### src/hdl/cas_pkg.sv
// ----------------------------------------------------------------------------
// cas_pkg
// Shared constants, codes and controller/datapath interface types for the
// cave automaton smoother.
// ----------------------------------------------------------------------------
package cas_pkg;

  // grid storage: one memory word per column, one bit per row
  localparam int MAX_WIDTH  = 64;
  localparam int MAX_HEIGHT = 64;
  localparam int COL_W      = $clog2(MAX_WIDTH);
  localparam int ROW_W      = $clog2(MAX_HEIGHT);

  // register field widths
  localparam int DIM_W    = 7;
  localparam int THR_W    = 4;
  localparam int PASSES_W = 8;
  localparam int CMD_W    = 2;

  // APB side
  localparam int APB_AW = 4;
  localparam int APB_DW = 32;

  // request commands
  localparam logic [CMD_W-1:0] CMD_WRITE = 2'd0;
  localparam logic [CMD_W-1:0] CMD_RUN   = 2'd1;
  localparam logic [CMD_W-1:0] CMD_READ  = 2'd2;

  // register indexes (paddr[3:2])
  localparam logic [1:0] REG_GRID_WIDTH  = 2'd0;
  localparam logic [1:0] REG_GRID_HEIGHT = 2'd1;
  localparam logic [1:0] REG_THRESHOLD   = 2'd2;
  localparam logic [1:0] REG_PASSES      = 2'd3;

  localparam logic [DIM_W-1:0]    GRID_WIDTH_RST  = 7'd64;
  localparam logic [DIM_W-1:0]    GRID_HEIGHT_RST = 7'd64;
  localparam logic [THR_W-1:0]    THRESHOLD_RST   = 4'd4;
  localparam logic [PASSES_W-1:0] PASSES_RST      = 8'd5;

  // memory read address source, relative to the column counter
  typedef enum logic [1:0] {
    RD_COL  = 2'd0,
    RD_NEXT = 2'd1,
    RD_SKIP = 2'd2
  } rd_src_t;

  // memory write data source
  typedef enum logic [1:0] {
    WR_ZERO = 2'd0,
    WR_CELL = 2'd1,
    WR_MID  = 2'd2
  } wr_src_t;

  // response payload kind
  typedef enum logic [1:0] {
    RSP_OK   = 2'd0,
    RSP_OOB  = 2'd1,
    RSP_CELL = 2'd2
  } rsp_kind_t;

  typedef struct packed {
    logic      ld_req;      // latch coordinates and cell value
    logic      col_clr;
    logic      col_inc;
    logic      row_clr;
    logic      row_inc;
    logic      rd_en;
    rd_src_t   rd_src;
    logic      wr_en;
    wr_src_t   wr_src;
    logic      win_init;    // left column := off-grid walls
    logic      mid_ld;
    logic      right_ld;
    logic      win_shift;
    logic      row_upd;
    logic      fixing;
    logic      rsp_ld;
    rsp_kind_t rsp_kind;
  } ctl_cmd_t;

  typedef struct packed {
    logic oob;
    logic grid_empty;
    logic row_last;
    logic col_last;
    logic clr_last;
  } dp_stat_t;

endpackage

### src/hdl/cas_ctrl.sv
// ----------------------------------------------------------------------------
// cas_ctrl
// Sequencer: clearing sweep, request handshake, cell access, and the
// column-by-column scan of each smoothing and fixing pass.
// ----------------------------------------------------------------------------
module cas_ctrl
  import cas_pkg::*;
(
  input  logic                clk,
  input  logic                rst_n,
  input  logic                in_valid,
  output logic                in_stall,
  input  logic [CMD_W-1:0]    in_cmd,
  output logic                out_valid,
  input  logic                out_stall,
  input  logic [PASSES_W-1:0] smoothing_passes,
  input  dp_stat_t            stat,
  output ctl_cmd_t            cmd
);

  typedef enum logic [10:0] {
    S_CLEAR     = 11'b000_0000_0001,
    S_IDLE      = 11'b000_0000_0010,
    S_ACCESS    = 11'b000_0000_0100,
    S_MODIFY    = 11'b000_0000_1000,
    S_PASS_INIT = 11'b000_0001_0000,
    S_RD_MID    = 11'b000_0010_0000,
    S_RD_RIGHT  = 11'b000_0100_0000,
    S_LD_RIGHT  = 11'b000_1000_0000,
    S_ROW       = 11'b001_0000_0000,
    S_COL_END   = 11'b010_0000_0000,
    S_RESP      = 11'b100_0000_0000
  } state_t;

  state_t              state_r, state_nxt;
  logic [CMD_W-1:0]    cmd_r, cmd_nxt;
  logic [PASSES_W-1:0] pass_left_r, pass_left_nxt;
  logic                fixing_r, fixing_nxt;
  rsp_kind_t           kind_r, kind_nxt;
  logic                out_valid_r, out_valid_nxt;
  logic                out_free;
  logic                accept;
  // true on the first row cycle of a column
  logic                row_first_r, row_first_nxt;

  assign in_stall  = (state_r != S_IDLE);
  assign accept    = in_valid && (state_r == S_IDLE);
  assign out_free  = !out_valid_r || !out_stall;
  assign out_valid = out_valid_r;

  always_comb begin
    state_nxt     = state_r;
    cmd_nxt       = cmd_r;
    pass_left_nxt = pass_left_r;
    fixing_nxt    = fixing_r;
    kind_nxt      = kind_r;
    out_valid_nxt = out_valid_r && out_stall;
    cmd           = '0;
    cmd.fixing    = fixing_r;
    cmd.rsp_kind  = kind_r;

    case (state_r)
      S_CLEAR: begin
        cmd.wr_en  = 1'b1;
        cmd.wr_src = WR_ZERO;
        cmd.col_inc = 1'b1;
        if (stat.clr_last) begin
          state_nxt = S_IDLE;
        end
      end

      S_IDLE: begin
        if (accept) begin
          cmd.ld_req = 1'b1;
          cmd_nxt    = in_cmd;
          if (in_cmd inside {CMD_WRITE, CMD_READ}) begin
            state_nxt = S_ACCESS;
          end else if (in_cmd == CMD_RUN && !stat.grid_empty) begin
            pass_left_nxt = smoothing_passes;
            fixing_nxt    = (smoothing_passes == '0);
            state_nxt     = S_PASS_INIT;
          end else begin
            kind_nxt  = RSP_OK;
            state_nxt = S_RESP;
          end
        end
      end

      S_ACCESS: begin
        if (stat.oob) begin
          kind_nxt  = RSP_OOB;
          state_nxt = S_RESP;
        end else begin
          cmd.rd_en  = 1'b1;
          cmd.rd_src = RD_COL;
          state_nxt  = S_MODIFY;
        end
      end

      S_MODIFY: begin
        if (cmd_r == CMD_WRITE) begin
          cmd.wr_en  = 1'b1;
          cmd.wr_src = WR_CELL;
          kind_nxt   = RSP_OK;
        end else begin
          kind_nxt   = RSP_CELL;
        end
        state_nxt = S_RESP;
      end

      S_PASS_INIT: begin
        cmd.col_clr  = 1'b1;
        cmd.row_clr  = 1'b1;
        cmd.win_init = 1'b1;
        state_nxt    = S_RD_MID;
      end

      S_RD_MID: begin
        cmd.rd_en  = 1'b1;
        cmd.rd_src = RD_COL;
        state_nxt  = S_RD_RIGHT;
      end

      S_RD_RIGHT: begin
        cmd.mid_ld = 1'b1;
        cmd.rd_en  = 1'b1;
        cmd.rd_src = RD_NEXT;
        state_nxt  = S_LD_RIGHT;
      end

      S_LD_RIGHT: begin
        cmd.right_ld = 1'b1;
        state_nxt    = S_ROW;
      end

      S_ROW: begin
        cmd.row_upd = 1'b1;
        // prefetch the column two ahead for the next window shift
        cmd.rd_src = RD_SKIP;
        cmd.rd_en  = !stat.col_last && row_first_r;
        if (stat.row_last) begin
          cmd.row_clr = 1'b1;
          state_nxt   = S_COL_END;
        end else begin
          cmd.row_inc = 1'b1;
        end
      end

      S_COL_END: begin
        cmd.wr_en     = 1'b1;
        cmd.wr_src    = WR_MID;
        cmd.win_shift = 1'b1;
        if (!stat.col_last) begin
          cmd.col_inc = 1'b1;
          state_nxt   = S_ROW;
        end else if (fixing_r) begin
          kind_nxt  = RSP_OK;
          state_nxt = S_RESP;
        end else begin
          pass_left_nxt = pass_left_r - 1'b1;
          fixing_nxt    = (pass_left_r == 8'd1);
          state_nxt     = S_PASS_INIT;
        end
      end

      S_RESP: begin
        if (out_free) begin
          cmd.rsp_ld    = 1'b1;
          out_valid_nxt = 1'b1;
          state_nxt     = S_IDLE;
        end
      end

      default: begin
        state_nxt = S_IDLE;
      end
    endcase
  end

  always_comb begin
    row_first_nxt = row_first_r;
    if (state_r == S_LD_RIGHT || state_r == S_COL_END) begin
      row_first_nxt = 1'b1;
    end else if (state_r == S_ROW) begin
      row_first_nxt = 1'b0;
    end
  end

  always_ff @(posedge clk) begin
    if (!rst_n) begin
      state_r     <= S_CLEAR;
      out_valid_r <= 1'b0;
      row_first_r <= 1'b0;
      fixing_r    <= 1'b0;
      pass_left_r <= '0;
    end else begin
      state_r     <= state_nxt;
      out_valid_r <= out_valid_nxt;
      row_first_r <= row_first_nxt;
      fixing_r    <= fixing_nxt;
      pass_left_r <= pass_left_nxt;
    end
  end

  always_ff @(posedge clk) begin
    cmd_r  <= cmd_nxt;
    kind_r <= kind_nxt;
  end

endmodule

### config.mk
export PLATFORM = sky130hd
export DESIGN_NAME = cas_ctrl
export DESIGN_NICKNAME = d
export VERILOG_FILES = /design/src/hdl/cas_pkg.sv /design/src/hdl/cas_ctrl.sv
export SDC_FILE = /design/constraint.sdc
export NUM_CORES = 1
export LEC_CHECK = 0
export ABC_AREA = 1
export BUFFER_PORTS_ARGS = -buffer_cell sky130_fd_sc_hd__buf_4
export CORE_MARGIN = 2
export CORE_UTILIZATION = 58
export CTS_CLUSTER_SIZE = 20
export DETAILED_ROUTE_END_ITERATION = 6
export GPL_TIMING_DRIVEN = 0
export PLACE_DENSITY = 0.87
export SLEW_MARGIN = 0
export SYNTH_ARGS = -nofsm -noshare
export SYNTH_HDL_FRONTEND = slang
export SYNTH_SLANG_ARGS = --single-unit
### constraint.sdc
create_clock -name clk -period 4.4 [get_ports clk]
set_input_delay 0.66 -clock clk [delete_from_list [all_inputs] [get_ports clk]]
set_output_delay 0.66 -clock clk [all_outputs]
set_load 0.01 [all_outputs]
==> summary.txt, run 1 <==
Run status
  – Status: finished, violations left
  – Failing checks: DRC

Clock network
  – CTS buffer count: 3
  – Htree depth: 1
  – PostCTS Resize Cnt: 0
  – Clk pin slew, worst setup/hold paths: 0.15 ns
  – Clk Latency, worst-skew pair: 0.33 ns
  – CTS tree: done
  – CTS root buffer: clkbuf_4
  – Post-CTS Setup Bufs: 0
  – CTS Hold Bufs: 0
  – CTS sink count: 26
  – Clock Path Buffers: 2

Critical path
  – Crit-path most repeated cell: nand2_1
  – End of the worst register-to-register path: kind_r[0]
  – Crit path DAT: 1.83 ns
  – Worst reg2reg setup slack: 2.60 ns
  – Worst Setup End Kind: output port
  – Reg2Reg Depth: 9
  – CP cell instances: nor2_1 -> nand2_1 -> nor2_4 -> nand2_1 -> nor3_1 -> nand3b_1 -> buf_4
  – Buffers & Inverters on Critical Path: 1
  – Slowest-stage cell, CP: dfxtp_1
  – WP data required: 3.74 ns
  – CP Max Fanout: 10
  – Max incr delay on CP: 0.38 ns
  – Worst R2R Start: state_r[2]
  – Worst Setup Start Kind: flop
  – Crit path kind: flop to output port
  – Top delay family on crit path: simple AND/OR/NAND/NOR gates
  – Cell depth of the worst setup path: 7

Timing
  – Headroom to the max-slew limit: 60.5%
  – Min Hold Slack: 0.505 ns
  – RSZ-0062 raised after global routing: no
  – Setup ws final: 1.91 ns
  – Fmax: 0.401 GHz
  – Slew @ Worst Pin: 0.592 ns
  – Setup violations, final: 0
  – Final hold vios: 0
  – Setup TNS: 0 ns
  – Final Skew: 0.0108 ns
  – Slew Viols, Final: 0
  – Final Cycle Share: 56.7%
  – Final worst path period need: 2.49 ns

Yosys
  – Synth Warn #: 0
  – Post-synth EDFFs: 4
  – Share of Yosys cell area claimed by the top area cell type: 25.1%
  – Area leader, netlist: dfxtp_1
  – Top FF cell, synth: dfxtp_1
  – Sequential-to-total area share from yosys stat: 32.0%
  – FF+latch count, synth: 26
  – Synth Instances: 265
  – Avg Inst Size Synth: 6.61 µm²
  – Cell variety after synth: 29
  – Asr flop ratio synth: 0%
  – Syn nets: 286
  – Main area contributors after synthesis: dfxtp_1 25%, nand2_1 15%, inv_1 7.9%
  – Synth Cell Area: 0.00175 mm²

Flow run
  – Maxcap violations: 0

Drt
  – Iter 0 DRT Violations: 95
  – WL final: 4150 µm
  – WL/cell: 12.2 µm
  – Vias per cell: 5.32
  – 1st-pass router iterations: 6
  – Remaining routing DRC violations: 3
  – Via count: 1808
  – DRT antenna net count: 0

Floorplanning
  – Die area: 0.00348 mm²
  – Core ar.: 0.00281 mm²
  – Starting density of the core: 62.5%
  – IO Count: 41
  – Die X: 59.0 µm
  – Row cnt: 19
  – Die span in y: 59.0 µm

Place
  – Dpl ws: 2.31 ns
  – # port buffers: 40
  – RD Place Congestion: 0.888
  – Dpl hpwl: 3330 µm

Cells and area
  – Multi-input gate area: 0.00100 mm²
  – # diodes: 0
  – Post-layout util: 75.9%
  – Most common cell after layout, fill and taps aside: nand2_1
  – Layout net count: 331
  – Commonest cells after routing, fill and taps aside: 68 x nand2_1, 45 x buf_4, 37 x inv_1
  – Area Growth Syn to Fin: 21.4%
  – Sequential cell area: 561 µm²
  – Fill count: 241
  – Share of layout cells above drive strength 1: 22.3%

Global route
  – Initial antenna violation count: 0
  – Via count of the first global-routing pass: 1531
  – GR Util All Layers: 25.5%
  – Global-route wire length before repair: 6780 µm
  – GRT overflow: 0
  – Largest net degree at the start of global routing: 15

Pwr
  – Worst vdd ir: 0.147 mV
  – Pleak: 1.13 nW
  – PD cells: 260 mW/mm²
  – Total Power: 0.554 mW

Worst hold path
  – Hold endpoint: pass_left_r[7]
  – Hold Crit Depth: 2
  – Hold wc startpoint: pass_left_r[7]
  – Worst hold path type: flop to flop
==> through the flow <==
stage | instances | cell area [µm²]
CTS | 340 | 2130
global placement | 336 | 2090
detailed placement | 336 | 2090
finish | 340 | 2130
global route | 340 | 2130
floorplan | 265 | 1750
==> state kept, by name, summed over array words and instances, names as in the netlist <==
| register | flops |
|---|---|
| out_valid | 1 |
| kind_r | 2 |
| cmd_r | 2 |
| fixing_r | 1 |
| state_r | 11 |
| pass_left_r | 8 |
| row_first_r | 1 |
==> cell usage after synthesis, types with 3 or more instances <==
master	number
dfxtp_1	22
nor2_1	32
a21oi_1	12
nand2_4	3
o21ai_0	14
inv_1	37
nand4_1	8
nor2_2	4
nand2_1	68
buf_4	5
nand3b_1	4
xnor2_1	3
edfxtp_1	4
nand3_1	18
nor3_1	11
==> area by class of cell <==
| type | count | share of cell area, % |
|---|---|---|
| inverters | 40 | 7.05 |
| plain buffers | 6 | 1.94 |
| repair buffers | 40 | 14.1 |
| multi-input cells | 193 | 47.0 |
| clock buffers | 4 | 1.70 |
| well taps | 31 | 1.82 |
| flip-flops and latches | 26 | 26.3 |
==> worst max-delay path by stage <==
stage	start	end	slack, ns
2_1_floorplan	state_r[8]	cmd[11]	2.36
3_3_place_gp	state_r[8]	cmd[11]	2.31
3_5_place_dp	state_r[8]	cmd[11]	2.31
4_1_cts	state_r[8]	cmd[11]	1.92
5_1_grt	state_r[8]	cmd[11]	1.73
6_report	state_r[8]	cmd[11]	1.91
==> worst reg2reg max path, stage by stage (launching register included) <==
cell,delay (ns)
dfxtp_1,0.36
nor2_2,0.16
nand2_2,0.12
nor2_8,0.19
nand3_1,0.20
nand2_1,0.15
nor2_1,0.05
nor2_1,0.08
nand2_1,0.12
inv_1,0.11
==> routing by layer <==
metal / GRT usage (%) / routed length (µm) / vias to the layer above
li1: - / - / 941
met1: 36.7 / 2070 / 816
met2: 38.9 / 1840 / 42
met3: 3.49 / 162 / 9
met4: 9.42 / 72 / 0
met5: 0 / 0 / -
==> power breakdown <==
part	internal, mW	switching, mW
logic	0.0667	0.0964
clock network	0.0507	0.0749
registers	0.254	0.0111
==> cells by family (layout without fill, tap and decap cells) <==
logic type | Yosys count | after routing | synth area share (%)
AND/OR/NAND/NOR | 161 | 161 | 45.8
flip-flops | 26 | 26 | 32.0
XOR/XNOR | 3 | 3 | 1.50
buffers and inverters | 46 | 90 | 10.9
adder cells (fa/ha/maj) | 2 | 2 | 1.43
AO/OA/AOI/OAI | 27 | 27 | 8.35
Power figures use the tool's default switching activity.
==> inputs of run 2 (changes only) <==
--- a/config.mk
+++ b/config.mk
@@ -8,11 +8,11 @@
 export ABC_AREA = 1
 export BUFFER_PORTS_ARGS = -buffer_cell sky130_fd_sc_hd__buf_4
 export CORE_MARGIN = 2
-export CORE_UTILIZATION = 58
+export CORE_UTILIZATION = 53
 export CTS_CLUSTER_SIZE = 20
 export DETAILED_ROUTE_END_ITERATION = 6
 export GPL_TIMING_DRIVEN = 0
-export PLACE_DENSITY = 0.87
+export PLACE_DENSITY = 0.81
 export SLEW_MARGIN = 0
 export SYNTH_ARGS = -nofsm -noshare
 export SYNTH_HDL_FRONTEND = slang
==> constraint.sdc (replaced) <==
create_clock -name clk -period 2.35 [get_ports clk]
set_input_delay 0.3525 -clock clk [delete_from_list [all_inputs] [get_ports clk]]
set_output_delay 0.3525 -clock clk [all_outputs]
set_load 0.01 [all_outputs]
==> summary.txt, run 2 (synthesized netlist as in run 1, its figures left out) <==
Drt
  – DRT antenna net count: 0 (unchanged)
  – 1st-pass router iterations: 4 (-2)
  – WL final: 4080 µm (-1.6%)
  – Vias per cell: 5.09 (-4.4%)
  – Met3 WL post-DR: 230 µm (+42%)
  – Iter 0 DRT Violations: 86 (-9.5%)
  – WL/cell: 11.6 µm (-5.0%)
  – WL met1: 2010 µm (-2.6%)
  – Highest Signal Layer: met4
  – Remaining routing DRC violations: 0 (-3)
  – Met2 routed WL: 1780 µm (-3.7%)
  – Via count: 1790 (-1.0%)

Timing
  – Slew @ Worst Pin: 0.551 ns (-0.0414 ns)
  – Final worst path period need: 2.14 ns
  – Slew Viols, Final: 0 (unchanged)
  – Final Skew: 0.00390 ns (-0.00695 ns)
  – Headroom to the max-slew limit: 63.3% (+2.8 points)
  – Fmax: 0.467 GHz
  – Final Cycle Share: 91.1%
  – RSZ-0062 raised after global routing: no
  – Final hold vios: 0 (unchanged)
  – Min Hold Slack: 0.210 ns (-0.295 ns)
  – Setup TNS: 0 ns (unchanged)
  – Setup violations, final: 0 (unchanged)

Place
  – RD Place Congestion: 0.881 (-0.77%)
  – # port buffers: 40 (unchanged)
  – Dpl hpwl: 3310 µm (-0.58%)

Clock network
  – CTS root buffer: clkbuf_4
  – CTS Hold Bufs: 0 (unchanged)
  – Clk Latency, worst-skew pair: 0.32 ns (about the same)
  – PostCTS Resize Cnt: 0 (unchanged)
  – CTS buffer count: 3 (unchanged)
  – CTS sink count: 26 (unchanged)
  – Clk pin slew, worst setup/hold paths: 0.13 ns (-0.02 ns)
  – CTS tree: done
  – Post-CTS Setup Bufs: 0 (unchanged)
  – Clock Path Buffers: 2 (unchanged)
  – Htree depth: 1 (unchanged)

Worst hold path
  – Worst hold path type: primary input to flop
  – Hold wc startpoint: in_cmd[0]

Global route
  – GR Util All Layers: 22.9% (-2.6 points)
  – Global-route wire length before repair: 6510 µm (-4.0%)
  – Via count of the first global-routing pass: 1507 (-1.6%)
  – Largest net degree at the start of global routing: 14 (-1)
  – Initial antenna violation count: 0 (unchanged)
  – GRT overflow: 0 (unchanged)

Floorplanning
  – IO Count: 41 (unchanged)
  – Row cnt: 20 (+1)
  – Die area: 0.00378 mm² (+8.8%)
  – Die span in y: 61.5 µm (+4.3%)
  – Core ar.: 0.00310 mm² (+11%)
  – Die X: 61.5 µm (+4.3%)
  – Starting density of the core: 56.5% (-6.0 points)

Critical path
  – CP Max Fanout: 10 (unchanged)
  – Crit path DAT: 1.79 ns (-0.04 ns)
  – Critical path origin: state_r[8]
  – Worst Setup Start Kind: flop
  – Worst Setup End Kind: output port
  – Worst R2R Start: state_r[2]
  – WP data required: 2.00 ns (-1.74 ns)
  – Crit path kind: flop to output port

Pwr
  – PD cells: 463 mW/mm² (+78%)
  – Switching Fraction: 33.0% (+0.061 points)
  – Switching power: 0.325 mW (+78%)
  – Pleak: 1.13 nW (-0.63%)
  – P_int: 0.660 mW (+78%)
  – Clock share of power: 18.9% (-3.8 points)
  – Comb power frac: 30.9% (+1.4 points)
  – Flop pwr share: 50.3% (+2.4 points)
  – Worst vdd ir: 0.395 mV (+170%)

Cells and area
  – Number of flip-flops in the largest register: 11 (unchanged)
  – Most common cell after layout, fill and taps aside: nand2_1
  – Commonest cells after routing, fill and taps aside: 68 x nand2_1, 45 x buf_4, 37 x inv_1
  – Layout net count: 331 (unchanged)
  – Fill count: 312 (+29%)
  – # diodes: 0 (unchanged)
  – Share of layout cells above drive strength 1: 22.1% (-0.25 points)
  – Largest register by flop count: state_r
  – Area Growth Syn to Fin: 21.6%
  – Biggest regs: state_r (11), pass_left_r (8)

Run status
  – Status: completed

Flow run
  – Maxcap violations: 0 (unchanged)
## run 2: cell types whose count changed in the layout (fill, tap and decap cells not counted)
cell / change
clkbuf_8: -1
## run 2: path summary, 6_finish.rpt
kind                                       end  slack (ns)  cells after the start
worst min-delay path                  cmd_r[0]        0.21                      1
worst max register to register       kind_r[0]        0.54                      9
worst max-delay path                   cmd[11]        0.21                      7
worst min register to register  pass_left_r[1]        0.50                      2
## run 2: worst max-delay path: stages, from the launching register on
cell and delay (ns):
dfxtp_1 0.38, nor2_1 0.16, nand2_1 0.13, nor2_4 0.24
nand2_1 0.13, nor3_1 0.18, nand3b_1 0.13, buf_4 0.12
## run 2: area by class of cell
| cell class | count | area (µm²) | share of cell area [%] |
|---|---|---|---|
| Tap cell | 44 | 55.1 | 2.58 |
| Sequential cell | 26 | 561 | 26.3 |
| Clock buffer | 3 | 22.5 | 1.06 |
| Multi-Input combinational cell | 193 | 1000 | 47.0 |
| Timing Repair Buffer | 40 | 300 | 14.1 |
| Inverter | 40 | 150 | 7.05 |
| Buffer | 6 | 41.3 | 1.94 |
## run 2: power by group through the flow
stage	Sequential (mW)	Clock, mW	Combinational, mW
final	0.496	0.186	0.304
after global routing	0.499	0.207	0.343
after CTS	0.495	0.188	0.304
after detailed placement	0.505	0	0.303
after global placement	0.505	0	0.298
after floorplan	0.502	0	0.211
## run 2: per-layer routing
metal  global-route usage, %  vias to the layer above
met3                    5.25                        8
met2                    35.0                       39
met4                    5.78                        0
li1                        -                      939
met5                       0                        -
met1                    32.6                      804
## run 2: per-stage QoR
stage	area (µm²)	cells	total power, mW	worst slack (ns)	utilization (%)
finish	2130	352	0.986	0.208	68.7
global route	2130	352	1.05	0.0420	68.7
CTS	2130	352	0.987	0.198	68.7
detailed placement	2110	349	0.808	0.565	67.9
global placement	2110	349	0.802	0.581	67.9
floorplan	1750	265	0.713	0.622	-
